**src/hdl/i2cmra_pkg.sv**
```systemverilog
// Package for the I2C register access master: beat types, phase codes and constants.
// No dependencies.
`default_nettype none
package i2cmra_pkg;
	typedef struct packed {
		logic [1:0] cmd;
		logic [7:0] slave_addr;
		logic [7:0] reg_addr;
		logic [7:0] write_data;
		logic       sda_in;
	} in_beat_t;

	typedef struct packed {
		logic       scl_level;
		logic       sda_level;
		logic       sda_drive;
		logic       busy_res;
		logic       done_res;
		logic       ack_error;
		logic [7:0] read_data;
	} out_beat_t;

	localparam logic [1:0] CMD_TICK  = 2'd0;
	localparam logic [1:0] CMD_WRITE = 2'd1;
	localparam logic [1:0] CMD_READ  = 2'd2;

	localparam logic [9:0] ACK_LIMIT_RESET = 10'd500;

	localparam logic [4:0] PH_IDLE = 5'd0;
	localparam logic [4:0] PH_ST_SETUP = 5'd1;
	localparam logic [4:0] PH_ST_FALL = 5'd2;
	localparam logic [4:0] PH_ST_HOLD = 5'd3;
	localparam logic [4:0] PH_TX_LOW = 5'd4;
	localparam logic [4:0] PH_TX_HIGH = 5'd5;
	localparam logic [4:0] PH_ACK_LOW = 5'd6;
	localparam logic [4:0] PH_ACK_HIGH = 5'd7;
	localparam logic [4:0] PH_ACK_END = 5'd8;
	localparam logic [4:0] PH_RS_PREP = 5'd9;
	localparam logic [4:0] PH_RX_LOW = 5'd10;
	localparam logic [4:0] PH_RX_HIGH = 5'd11;
	localparam logic [4:0] PH_NACK_LOW = 5'd12;
	localparam logic [4:0] PH_NACK_HIGH = 5'd13;
	localparam logic [4:0] PH_SP_A = 5'd14;
	localparam logic [4:0] PH_SP_B = 5'd15;
	localparam logic [4:0] PH_SP_C = 5'd16;
	localparam logic [4:0] PH_SP_D = 5'd17;

	localparam logic [1:0] BI_ADDR = 2'd0;
	localparam logic [1:0] BI_REG  = 2'd1;
	localparam logic [1:0] BI_DATA = 2'd2;
	localparam logic [1:0] BI_RADDR = 2'd3;

	localparam int QUEUE_DEPTH = 2;
endpackage
`default_nettype wire

```
**src/hdl/i2c_master_register_access.sv**
```systemverilog
// Top level of the I2C register access master; ties front, queue and back together.
// Depends on i2cmra_pkg, i2cmra_front, i2cmra_queue and i2cmra_back.
// Each input beat is one bus phase tick and gives exactly one result beat. A new beat is
// taken every clock cycle while the receiver keeps up; a beat passes the front register,
// the two-entry queue and the sequencer register in that order before its result appears
// at the output.
`default_nettype none
module i2c_master_register_access (
	input  wire logic                  clk,
	input  wire logic                  arst_n,
	input  wire i2cmra_pkg::in_beat_t  in_data,
	input  wire logic                  in_valid,
	output logic                       in_ready,
	output i2cmra_pkg::out_beat_t      out_data,
	output logic                       out_valid,
	input  wire logic                  out_ready,
	input  wire logic [9:0]            cfg_data,
	input  wire logic                  cfg_valid,
	output logic                       cfg_ready
);
	i2cmra_pkg::in_beat_t cls_data, q_data;
	logic cls_valid, cls_ready, q_valid, q_ready;
	logic [9:0] ack_limit_q;

	assign cfg_ready = 1'b1;

	always_ff @(posedge clk or negedge arst_n) begin
		if (!arst_n) ack_limit_q <= i2cmra_pkg::ACK_LIMIT_RESET;
		else if (cfg_valid) ack_limit_q <= cfg_data;
	end

	i2cmra_front u_front (
		.clk(clk), .arst_n(arst_n), .in_data(in_data), .in_valid(in_valid),
		.in_ready(in_ready), .cls_data(cls_data), .cls_valid(cls_valid),
		.cls_ready(cls_ready)
	);

	i2cmra_queue u_queue (
		.clk(clk), .arst_n(arst_n), .wr_data(cls_data), .wr_valid(cls_valid),
		.wr_ready(cls_ready), .rd_data(q_data), .rd_valid(q_valid), .rd_ready(q_ready)
	);

	i2cmra_back u_back (
		.clk(clk), .arst_n(arst_n), .q_data(q_data), .q_valid(q_valid),
		.q_ready(q_ready), .ack_limit(ack_limit_q), .out_data(out_data),
		.out_valid(out_valid), .out_ready(out_ready)
	);
endmodule
`default_nettype wire

```
**src/hdl/i2cmra_queue.sv**
```systemverilog
// Two-entry beat queue between the front and the back of the I2C master.
// Depends on i2cmra_pkg.
`default_nettype none
module i2cmra_queue (
	input  wire logic                 clk,
	input  wire logic                 arst_n,
	input  wire i2cmra_pkg::in_beat_t wr_data,
	input  wire logic                 wr_valid,
	output logic                      wr_ready,
	output i2cmra_pkg::in_beat_t      rd_data,
	output logic                      rd_valid,
	input  wire logic                 rd_ready
);
	i2cmra_pkg::in_beat_t entry_q [i2cmra_pkg::QUEUE_DEPTH];
	logic wr_ptr_q;
	logic rd_ptr_q;
	logic [1:0] count_q;
	logic push;
	logic pop;

	assign wr_ready = (count_q != 2'd2);
	assign rd_valid = (count_q != 2'd0);
	assign rd_data = entry_q[rd_ptr_q];
	assign push = wr_valid && wr_ready;
	assign pop = rd_valid && rd_ready;

	always_ff @(posedge clk) begin
		if (push) begin
			entry_q[wr_ptr_q] <= wr_data;
		end
	end

	always_ff @(posedge clk or negedge arst_n) begin
		if (!arst_n) begin
			wr_ptr_q <= 1'b0;
			rd_ptr_q <= 1'b0;
			count_q <= 2'd0;
		end else begin
			if (push) wr_ptr_q <= ~wr_ptr_q;
			if (pop) rd_ptr_q <= ~rd_ptr_q;
			count_q <= count_q + {1'b0, push} - {1'b0, pop};
		end
	end
endmodule
`default_nettype wire

```
**src/hdl/i2cmra_front.sv**
```systemverilog
// Front part: accepts input beats and classifies the command code.
// Depends on i2cmra_pkg.
`default_nettype none
module i2cmra_front (
	input  wire logic                 clk,
	input  wire logic                 arst_n,
	input  wire i2cmra_pkg::in_beat_t in_data,
	input  wire logic                 in_valid,
	output logic                      in_ready,
	output i2cmra_pkg::in_beat_t      cls_data,
	output logic                      cls_valid,
	input  wire logic                 cls_ready
);
	i2cmra_pkg::in_beat_t beat_s1;
	i2cmra_pkg::in_beat_t in_beat;
	logic valid_s1;

	assign in_ready = !valid_s1 || cls_ready;
	assign cls_data = beat_s1;
	assign cls_valid = valid_s1;

	always_comb begin
		in_beat = in_data;
		// Code 3 means nothing and is reduced to a plain tick.
		if (in_data.cmd != i2cmra_pkg::CMD_WRITE && in_data.cmd != i2cmra_pkg::CMD_READ)
			in_beat.cmd = i2cmra_pkg::CMD_TICK;
	end

	always_ff @(posedge clk) begin
		if (in_valid && in_ready) begin
			beat_s1 <= in_beat;
		end
	end

	always_ff @(posedge clk or negedge arst_n) begin
		if (!arst_n) begin
			valid_s1 <= 1'b0;
		end else if (in_ready) begin
			valid_s1 <= in_valid;
		end
	end
endmodule
`default_nettype wire

```
**src/hdl/i2cmra_back.sv**
```systemverilog
// Back part: the bus phase sequencer, one phase per beat, with an output register.
// Depends on i2cmra_pkg.
`default_nettype none
module i2cmra_back (
	input  wire logic                 clk,
	input  wire logic                 arst_n,
	input  wire i2cmra_pkg::in_beat_t q_data,
	input  wire logic                 q_valid,
	output logic                      q_ready,
	input  wire logic [9:0]           ack_limit,
	output i2cmra_pkg::out_beat_t     out_data,
	output logic                      out_valid,
	input  wire logic                 out_ready
);
	logic [4:0] phase_q;
	logic [3:0] bit_count_q;
	logic [7:0] shift_q;
	logic [9:0] wait_q;
	logic       is_read_q;
	logic [7:0] slave_q;
	logic [7:0] reg_q;
	logic [7:0] data_q;
	logic       err_q;
	logic [7:0] dout_q;
	logic [1:0] byte_idx_q;
	i2cmra_pkg::out_beat_t res_q;
	logic res_valid_q;

	logic [4:0] ph, ph_n;
	logic [3:0] bc_n;
	logic [7:0] sh_n;
	logic [9:0] wt_n;
	logic       rd_n;
	logic [7:0] sl_n, rg_n, dt_n;
	logic       er_n;
	logic [7:0] do_n;
	logic [1:0] bi_n;
	logic       scl, sda, drv, busy, done, step;
	logic [7:0] load_val;
	logic [1:0] load_idx;
	logic       load;

	assign q_ready = !res_valid_q || out_ready;
	assign step = q_valid && q_ready;
	assign out_data = res_q;
	assign out_valid = res_valid_q;

	always_comb begin
		unique case (load_idx)
			i2cmra_pkg::BI_ADDR: load_val = sl_n;
			i2cmra_pkg::BI_REG: load_val = rg_n;
			i2cmra_pkg::BI_DATA: load_val = dt_n;
			default: load_val = sl_n + 8'd1;
		endcase
	end

	always_comb begin
		ph = (phase_q > i2cmra_pkg::PH_SP_D) ? i2cmra_pkg::PH_IDLE : phase_q;
		bc_n = bit_count_q; sh_n = shift_q; wt_n = wait_q; rd_n = is_read_q;
		sl_n = slave_q; rg_n = reg_q; dt_n = data_q; er_n = err_q; do_n = dout_q;
		bi_n = byte_idx_q;
		scl = 1'b1; sda = 1'b1; drv = 1'b1; done = 1'b0;
		load = 1'b0; load_idx = byte_idx_q;
		if (ph == i2cmra_pkg::PH_IDLE && (q_data.cmd == i2cmra_pkg::CMD_WRITE
				|| q_data.cmd == i2cmra_pkg::CMD_READ)) begin
			rd_n = (q_data.cmd == i2cmra_pkg::CMD_READ);
			sl_n = q_data.slave_addr; rg_n = q_data.reg_addr; dt_n = q_data.write_data;
			er_n = 1'b0; do_n = 8'h00; bi_n = i2cmra_pkg::BI_ADDR; bc_n = 4'd0; wt_n = 10'd0;
			ph = i2cmra_pkg::PH_ST_SETUP;
		end
		busy = (ph != i2cmra_pkg::PH_IDLE);
		ph_n = ph;
		unique case (ph)
			i2cmra_pkg::PH_ST_SETUP: ph_n = i2cmra_pkg::PH_ST_FALL;
			i2cmra_pkg::PH_ST_FALL: begin
				sda = 1'b0; ph_n = i2cmra_pkg::PH_ST_HOLD;
			end
			i2cmra_pkg::PH_ST_HOLD: begin
				scl = 1'b0; sda = 1'b0; load = 1'b1; load_idx = bi_n;
			end
			i2cmra_pkg::PH_TX_LOW: begin
				scl = 1'b0; sda = shift_q[7]; ph_n = i2cmra_pkg::PH_TX_HIGH;
			end
			i2cmra_pkg::PH_TX_HIGH: begin
				sda = shift_q[7];
				sh_n = {shift_q[6:0], 1'b0};
				bc_n = bit_count_q + 4'd1;
				if (bc_n >= 4'd8) begin
					wt_n = 10'd0; ph_n = i2cmra_pkg::PH_ACK_LOW;
				end else ph_n = i2cmra_pkg::PH_TX_LOW;
			end
			i2cmra_pkg::PH_ACK_LOW: begin
				scl = 1'b0; drv = 1'b0; ph_n = i2cmra_pkg::PH_ACK_HIGH;
			end
			i2cmra_pkg::PH_ACK_HIGH: begin
				drv = 1'b0;
				priority if (!q_data.sda_in) ph_n = i2cmra_pkg::PH_ACK_END;
				else if (wait_q >= ack_limit) begin
					er_n = 1'b1; do_n = 8'h00; ph_n = i2cmra_pkg::PH_SP_A;
				end else wt_n = wait_q + 10'd1;
			end
			i2cmra_pkg::PH_ACK_END: begin
				scl = 1'b0; drv = 1'b0;
				unique case (byte_idx_q)
					i2cmra_pkg::BI_ADDR: begin
						load = 1'b1; load_idx = i2cmra_pkg::BI_REG;
					end
					i2cmra_pkg::BI_REG: begin
						if (is_read_q) begin
							bi_n = i2cmra_pkg::BI_RADDR; ph_n = i2cmra_pkg::PH_RS_PREP;
						end else begin
							load = 1'b1; load_idx = i2cmra_pkg::BI_DATA;
						end
					end
					i2cmra_pkg::BI_RADDR: begin
						sh_n = 8'h00; bc_n = 4'd0; ph_n = i2cmra_pkg::PH_RX_LOW;
					end
					default: ph_n = i2cmra_pkg::PH_SP_A;
				endcase
			end
			i2cmra_pkg::PH_RS_PREP: begin
				scl = 1'b0; ph_n = i2cmra_pkg::PH_ST_SETUP;
			end
			i2cmra_pkg::PH_RX_LOW: begin
				scl = 1'b0; drv = 1'b0; ph_n = i2cmra_pkg::PH_RX_HIGH;
			end
			i2cmra_pkg::PH_RX_HIGH: begin
				drv = 1'b0;
				sh_n = {shift_q[6:0], q_data.sda_in};
				bc_n = bit_count_q + 4'd1;
				ph_n = (bc_n >= 4'd8) ? i2cmra_pkg::PH_NACK_LOW : i2cmra_pkg::PH_RX_LOW;
			end
			i2cmra_pkg::PH_NACK_LOW: begin
				scl = 1'b0; ph_n = i2cmra_pkg::PH_NACK_HIGH;
			end
			i2cmra_pkg::PH_NACK_HIGH: begin
				do_n = shift_q; ph_n = i2cmra_pkg::PH_SP_A;
			end
			i2cmra_pkg::PH_SP_A: begin
				scl = 1'b0; ph_n = i2cmra_pkg::PH_SP_B;
			end
			i2cmra_pkg::PH_SP_B: begin
				scl = 1'b0; sda = 1'b0; ph_n = i2cmra_pkg::PH_SP_C;
			end
			i2cmra_pkg::PH_SP_C: begin
				sda = 1'b0; ph_n = i2cmra_pkg::PH_SP_D;
			end
			i2cmra_pkg::PH_SP_D: begin
				done = 1'b1; ph_n = i2cmra_pkg::PH_IDLE;
			end
			default: ph_n = i2cmra_pkg::PH_IDLE;
		endcase
		if (load) begin
			bi_n = load_idx; sh_n = load_val; bc_n = 4'd0; ph_n = i2cmra_pkg::PH_TX_LOW;
		end
	end

	always_ff @(posedge clk) begin
		if (step) begin
			res_q.scl_level <= scl;
			res_q.sda_level <= sda;
			res_q.sda_drive <= drv;
			res_q.busy_res <= busy;
			res_q.done_res <= done;
			res_q.ack_error <= er_n;
			res_q.read_data <= do_n;
		end
	end

	always_ff @(posedge clk or negedge arst_n) begin
		if (!arst_n) begin
			phase_q <= i2cmra_pkg::PH_IDLE;
			bit_count_q <= 4'd0; shift_q <= 8'd0; wait_q <= 10'd0; is_read_q <= 1'b0;
			slave_q <= 8'd0; reg_q <= 8'd0; data_q <= 8'd0; err_q <= 1'b0;
			dout_q <= 8'd0; byte_idx_q <= 2'd0; res_valid_q <= 1'b0;
		end else begin
			if (step) begin
				phase_q <= ph_n;
				bit_count_q <= bc_n; shift_q <= sh_n; wait_q <= wt_n; is_read_q <= rd_n;
				slave_q <= sl_n; reg_q <= rg_n; data_q <= dt_n; err_q <= er_n;
				dout_q <= do_n; byte_idx_q <= bi_n;
			end
			if (q_ready) res_valid_q <= q_valid;
		end
	end
endmodule
`default_nettype wire

```
**config.mk**
```make
export PLATFORM = sky130hd
export DESIGN_NAME = i2c_master_register_access
export DESIGN_NICKNAME = d
export VERILOG_FILES = /design/src/hdl/i2cmra_pkg.sv /design/src/hdl/i2c_master_register_access.sv /design/src/hdl/i2cmra_queue.sv /design/src/hdl/i2cmra_front.sv /design/src/hdl/i2cmra_back.sv
export SDC_FILE = /design/constraint.sdc
export NUM_CORES = 1
export LEC_CHECK = 0
export BUFFER_PORTS_ARGS = -buffer_cell sky130_fd_sc_hd__buf_2
export CORE_AREA = 2 2 132 134
export DETAILED_ROUTE_END_ITERATION = 16
export DIE_AREA = 0 0 134 136
export GPL_ROUTABILITY_DRIVEN = 0
export PLACE_DENSITY = 0.7
export SETUP_SLACK_MARGIN = 0.3
export SKIP_LAST_GASP = 1
export SLEW_MARGIN = 20
export SYNTH_ARGS = -nofsm -noshare
export SYNTH_HDL_FRONTEND = slang
export SYNTH_SLANG_ARGS = --single-unit
```
**constraint.sdc**
```tcl
create_clock -name clk -period 10.9 [get_ports clk]
set_input_delay 1.635 -clock clk [delete_from_list [all_inputs] [get_ports clk]]
set_output_delay 1.635 -clock clk [all_outputs]
set_load 0.05 [all_outputs]
```
# Yosys cells after proc, flatten, opt, wreduce, memory -nomap -nowiden
# Memory sizes are Yosys's and may differ from the RTL's.
# Index checks and enable logic that the tools add are counted.
dict set report word_totals {
  regBits 120
  ramBits 54
  out_inout_bits 17
  word_cells 141
  n_memories 1
}
dict set report op_classes {
  addsub 5
  magnitude_cmp 3
  n_eq_ne 27
  muxes 51
  bitwise_logic 2
  n_reduce_logical 23
}
# memory words word_bits rd rd_ports_with_merged_regs wr line
set memory_table {}
lappend memory_table {u_queue.entry_q 2 27 1 0 1 i2cmra_queue.sv:14} ;# i2cmra_pkg::in_beat_t entry_q [i2cmra_pkg::QUEUE_DEPTH];
# op n
set ops {}
lappend ops {{$pmux W5 S16} 1}
lappend ops {{$mux W8} 8}
lappend ops {{$pmux W8 S3} 2}
lappend ops {{$eq A5 B4 Y1 const B} 8}
lappend ops {{$mux W10} 4}
lappend ops {{$mux W5} 6}
lappend ops {{$eq A5 B3 Y1 const B} 4}
lappend ops {{$pmux W10 S2} 1}
lappend ops {{$pmux W8 S2} 1}
lappend ops {{$pmux W5 S3} 1}
lappend ops {{$mux W2} 7}
lappend ops {{$mux W4} 3}
lappend ops {{$add A10 B1 Y10 const B} 1}
lappend ops {{$eq A5 B2 Y1 const B} 2}
lappend ops {{$eq A5 B5 Y1 const B} 2}
lappend ops {{$ge A10 B10 Y1} 1}
lappend ops {{$mux W1} 10}
lappend ops {{$reduce_or A9 Y1} 1}
lappend ops {{$add A8 B1 Y8 const B} 1}
lappend ops {{$pmux W2 S2} 2}
lappend ops {{$pmux W4 S2} 1}
lappend ops {{$eq A2 B1 Y1 const B} 3}
lappend ops {{$eq A2 B2 Y1 const B} 3}
lappend ops {{$pmux W1 S2} 3}
lappend ops {{24 further kinds} 35}

# Depth between registers and ports, before layout
dict set report logic_depth {
  word_depth 10
  ltp_mapped 16
  ltp_nobuf 12
}

# By module
# A second synthesis with hierarchy kept.
dict set report unflattened {
  cells_unflattened 676
  area_unflattened_um2 8395.6
}
# module instances cells_per_inst area_per_inst_um2
set modules_own_cells {}
lappend modules_own_cells {i2cmra_back 1 514 4908.5}
lappend modules_own_cells {i2cmra_queue 1 106 2179.6}
lappend modules_own_cells {i2cmra_front 1 33 877.1}
lappend modules_own_cells {i2c_master_register_access 1 23 430.4}

# Worst setup path before layout
# Ideal clock, no wire load.
dict set report synth_path {
  kind {input -> register}
  start {input port out_ready}
  end {register u_queue.count_q[1]}
  setup_ps 124
  arrival_time_ps 3666
  required_time_ps 10776
  path_slack_ps 7110
  stages 10
  n_path_buf 2
  cell_sequence {nand2b_1 > o21ai_0 > clkbuf_1 > clkinv_1 > clkbuf_1 > ha_1 > inv_1 > ha_1 > xnor2_1 > xnor2_1}
}
dict set report synth_between {
  elab_chain_len 3
}
# item line
set synth_rtl {}
lappend synth_rtl {{start: declaration} i2c_master_register_access.sv:16} ;# input wire logic out_ready,
lappend synth_rtl {{$logic_or A1 B1 Y1} i2cmra_back.sv:43} ;# assign q_ready = !res_valid_q || out_ready;
lappend synth_rtl {{$logic_and A1 B1 Y1} -}
lappend synth_rtl {{via u_back.step} i2cmra_back.sv:38} ;# logic scl, sda, drv, busy, done, step;
lappend synth_rtl {{$sub A2 B1 Y2} i2cmra_queue.sv:41} ;# count_q <= count_q + {1'b0, push} - {1'b0, pop};
lappend synth_rtl {{end signal: assignment} i2cmra_queue.sv:41}
lappend synth_rtl {{end: declaration} i2cmra_queue.sv:17} ;# logic [1:0] count_q;
# The timed path passes the listed nets, and every way through them passes these cells.
# A chain may end at the register's enable or synchronous reset.

# Final worst setup path
dict set report layout_path {
  start {register u_queue.rd_ptr_q}
  end {register u_back.shift_q[4]}
}
dict set report layout_between {
  word_cells_on_any_way 26
  classes_between {add/sub (1); eq/ne (9); mux (10); reduce/logical (5); memory (1)}
}
# item line
set layout_rtl {}
lappend layout_rtl {{start: declaration} i2cmra_queue.sv:16} ;# logic rd_ptr_q;
lappend layout_rtl {{start signal: assignment} i2cmra_queue.sv:40} ;# if (pop) rd_ptr_q <= ~rd_ptr_q;
lappend layout_rtl {{$mem_v2 Z2 W27 *} -}
lappend layout_rtl {{$eq A2 B1 Y1 or $eq A2 B2 Y1 (tied branches)} {i2cmra_back.sv:64, i2cmra_back.sv:65}}
lappend layout_rtl {{$logic_or A1 B1 Y1} i2cmra_back.sv:65} ;# || q_data.cmd == i2cmra_pkg::CMD_READ)) begin
lappend layout_rtl {{$logic_and A1 B1 Y1} i2cmra_back.sv:64} ;# if (ph == i2cmra_pkg::PH_IDLE && (q_data.cmd == i2cmra_pkg::CMD_WRITE
lappend layout_rtl {{$mux W8 *} i2cmra_back.sv:64}
lappend layout_rtl {{via u_back.sl_n[0]} i2cmra_back.sv:34} ;# logic [7:0] sl_n, rg_n, dt_n;
lappend layout_rtl {{$add A8 B1 Y8 *} i2cmra_back.sv:53} ;# default: load_val = sl_n + 8'd1;
lappend layout_rtl {{$pmux W8 S3 *} i2cmra_back.sv:49} ;# unique case (load_idx)
lappend layout_rtl {{$mux W8 *} i2cmra_back.sv:153} ;# if (load) begin
lappend layout_rtl {{end signal: assignment} i2cmra_back.sv:179} ;# bit_count_q <= bc_n; shift_q <= sh_n; wait_q <= wt_n; is_read_q <= rd_n;
lappend layout_rtl {{end: declaration} i2cmra_back.sv:17} ;# logic [7:0] shift_q;
# The timed path passes the listed nets; every way through them passes the cells marked *.

==> reports/summary.txt <==
port bufs -> 57
time the worst path needs with I/O delays and setup -> 3.76 ns
Pre-antenna DRT Iters -> 7
Crit Path Category -> reg2reg
Num CTS Buffers -> 17
post-detail-place hpwl -> 10.9 mm
Distinct cells, synth -> 70
final setup fails -> 0
H-tree lvl count -> 4
total track usage -> 0.189
Max Cap Viol -> 0
fmax -> 266 MHz
Post-CTS Resized -> 0
largest cells by area after synthesis -> edfxtp_1, dfrtp_1, mux2i_1
syn nets -> 791
NumNets Final -> 839
fraction of layout cells with a size suffix above 1 -> 0.155
Rows -> 48
TNS Setup -> 0 ns
part of the power in combinational logic -> 0.369
clk_lat worst skew -> 0.43 ns
sequential share of power -> 0.414
# IOs -> 59
ANT cells -> 0
Worst EP arrival -> 4.08 ns
critical-path cell list -> buf_4, mux2_2, ha_1, nor2b_1, mux2_4, mux2i_2, inv_1, ha_1, nand4b_1, nand2_1, xnor2_1, a21oi_1, o41ai_1
Final Cycle Share -> 0.345
synthesized area -> 8220 um^2
drt drc -> 0
synth warn -> 0
CTS clock-pin slew for the worst setup and hold paths -> 0.07 ns
leading cell type in the layout, fill and taps excluded -> edfxtp_1
Syn Inst Count -> 733
initial core utilization -> 0.487
final antenna-violating net count -> 0
initial antenna violation count -> 0
Net Sw Frac -> 0.389
Longest Clk Path Bufs -> 2
Post-CTS Hold Buffers -> 0
Avg Inst Size Synth -> 11.2 um^2
IR drop worst, VDD -> 0.000150 V
initial drt markers -> 638
DIE WIDTH -> 134 um
DR vias -> 5758
slowest stage delay, CP -> 0.47 ns
CP bufs+invs -> 2
FILL cells -> 1402
power density cells -> 282 nW/um^2
WL final -> 16.1 mm
Synth top area share -> 0.347
final hold violations -> 0
Pleak -> 0.00376 uW
Synth Register Bits -> 174
status -> completed
Die H -> 136 um
asr flop ratio synth -> 0.454
vias in the first global route -> 5505
actual slew at the worst max-slew pin -> 0.771 ns
Slew Limit Fails -> 0
worst clock skew -> 0.0109 ns
RSZ-0062 raised after global routing -> no
TritonCTS clock tree -> yes
ys flop type -> edfxtp_1
CP delay by family, top -> multiplexers
sequential fraction of the synthesis area -> 0.589
Slew headroom -> 0.486
Via density -> 5.65
Post-CTS Setup Bufs -> 0
Final Power -> 2610 uW
CP Launch Point -> u_queue.rd_ptr_q$_DFFE_PN0P_
worst r2r src -> u_queue.rd_ptr_q$_DFFE_PN0P_
largest fanout on the critical path -> 39
Critical Path Most Common Cell -> ha_1
critical path capture point type -> flip-flop
worst hold path startpoint -> u_front.cls_data[17]$_DFFE_PP_
cell taking the most area after synthesis -> edfxtp_1
Required @ worst endpoint -> 11.22 ns
die area -> 18200 um^2
Clk pwr share -> 0.217
commonest non-fill, non-tap cells in the layout -> edfxtp_1, nand2_1, dfrtp_1
Psw -> 1010 uW
largest net degree at the start of global routing -> 80
WL/cell -> 15.8 um
# clock sinks -> 174
Startpoint Class -> flip-flop
slowest CP cell -> mux2_4
Final Util -> 0.548
clock tree root driver cell -> clkbuf_16
first-pass GRT wire length -> 27.1 mm
synth-to-layout area growth -> 12.5%
Pint -> 1590 uW
core area -> 16900 um^2
Hold Crit Class -> reg2reg
Remaining Overflow, GRT -> 0
number of synthesized flops with an enable pin -> 95
## cells by family after synthesis
group / share of synthesized area
buf+inv: 0.0323
other cells: 0.000456
compound gates: 0.148
mux: 0.0533
fa+ha+maj: 0.0244
flops: 0.589
simple gates: 0.134
xor+xnor: 0.0181
## worst paths after layout
kind                       cells after the start                               end  slack [ns]
max                                           13     u_back.shift_q[4]$_DFFE_PN0P_        7.14
min                                            0  u_queue.entry_q[1][17]$_DFFE_PP_        0.44
max reg2reg                                   13     u_back.shift_q[4]$_DFFE_PN0P_        7.14
min reg2reg                                    0  u_queue.entry_q[1][17]$_DFFE_PP_        0.44
max in group asynchronous                      1      u_back.dout_q[5]$_DFFE_PN0P_        9.17
min in group asynchronous                      1      u_queue.wr_ptr_q$_DFFE_PN0P_        1.24
## metrics by stage
stage	setup slack (ns)	hold slack [ns]	cell area (um^2)	instances
floorplan	7.11	0.421	8220	733
CTS	7.11	0.445	9240	1019
detailed placement	7.14	0.433	8690	987
global placement	7.31	0.423	8690	987
finish	7.14	0.441	9250	1019
global route	6.74	0.459	9250	1019
## worst register-to-register path, cell delays in order (launching register included)
cell and delay (ns):
dfrtp_1 0.33, buf_4 0.42, mux2_2 0.40, ha_1 0.37, nor2b_1 0.24, mux2_4 0.47
mux2i_2 0.31, inv_1 0.07, ha_1 0.27, nand4b_1 0.12, nand2_1 0.08, xnor2_1 0.15
a21oi_1 0.09, o41ai_1 0.32
## power by group through the flow
stage	Sequential (uW)	Combinational, uW	Clock [uW]
floorplan	1120	685	0
global placement	1080	919	0
detailed placement	1090	953	0
CTS	1080	961	579
global route	1100	1070	607
finish	1080	962	566
## per-layer routing
metal / global-route usage / routed length [um] / vias up / share of wire
li1: - / - / 2792 / -
met1: 0.253 / 7370 / 2770 / 0.46
met5: 0 / 0 / - / 0
met4: 0.0822 / 331 / 0 / 0.021
met3: 0.0369 / 778 / 31 / 0.048
met2: 0.302 / 7660 / 165 / 0.47
## cell usage after synthesis (all sizes together), types with 3 or more instances
| master | instances |
|---|---|
| a22oi | 3 |
| a2111oi | 3 |
| nand3b | 3 |
| a31oi | 7 |
| nor2 | 60 |
| nor4 | 3 |
| clkbuf | 13 |
| a22o | 7 |
| nand4 | 4 |
| a211oi | 20 |
| nand2 | 74 |
| dfrtp | 73 |
| and2 | 5 |
| or4 | 5 |
| or2 | 3 |
| o211ai | 3 |
| mux2 | 8 |
| and3 | 17 |
| a21oi | 46 |
| o22ai | 3 |
| edfxtp | 95 |
| nor2b | 7 |
| a21o | 13 |
| xor2 | 8 |
| inv | 24 |
| o21ai | 66 |
| dfstp | 6 |
| o31ai | 5 |
| nand3 | 16 |
| buf | 24 |
| xnor2 | 9 |
| mux2i | 34 |
| nor3 | 10 |
| nand2b | 8 |
| ha | 16 |
## area by class of cell
type | count | area, um^2 | area share
Clock buffer | 21 | 440 | 0.0476
Multi-Input combinational cell | 497 | 3120 | 0.338
Clock inverter | 11 | 110 | 0.0119
Inverter | 25 | 93.8 | 0.0102
Timing Repair Buffer | 66 | 359 | 0.0388
Tap cell | 225 | 282 | 0.0305
Sequential cell | 174 | 4840 | 0.523
## registers in the layout, indices dropped and copies added, names as in the netlist
name / flops
u_back.is_read_q: 1
u_back.dout_q: 8
u_back.out_data: 14
u_back.phase_q: 5
ack_limit_q: 10
u_back.data_q: 8
u_queue.entry_q: 54
u_queue.count_q: 2
u_queue.rd_ptr_q: 1
u_queue.wr_ptr_q: 1
u_back.bit_count_q: 4
u_back.byte_idx_q: 2
u_back.reg_q: 8
u_back.wait_q: 10
u_back.out_valid: 1
u_back.err_q: 1
u_front.cls_valid: 1
u_front.cls_data: 27
u_back.slave_q: 8
u_back.shift_q: 8
No activity file was read; power rests on OpenSTA's default activity.
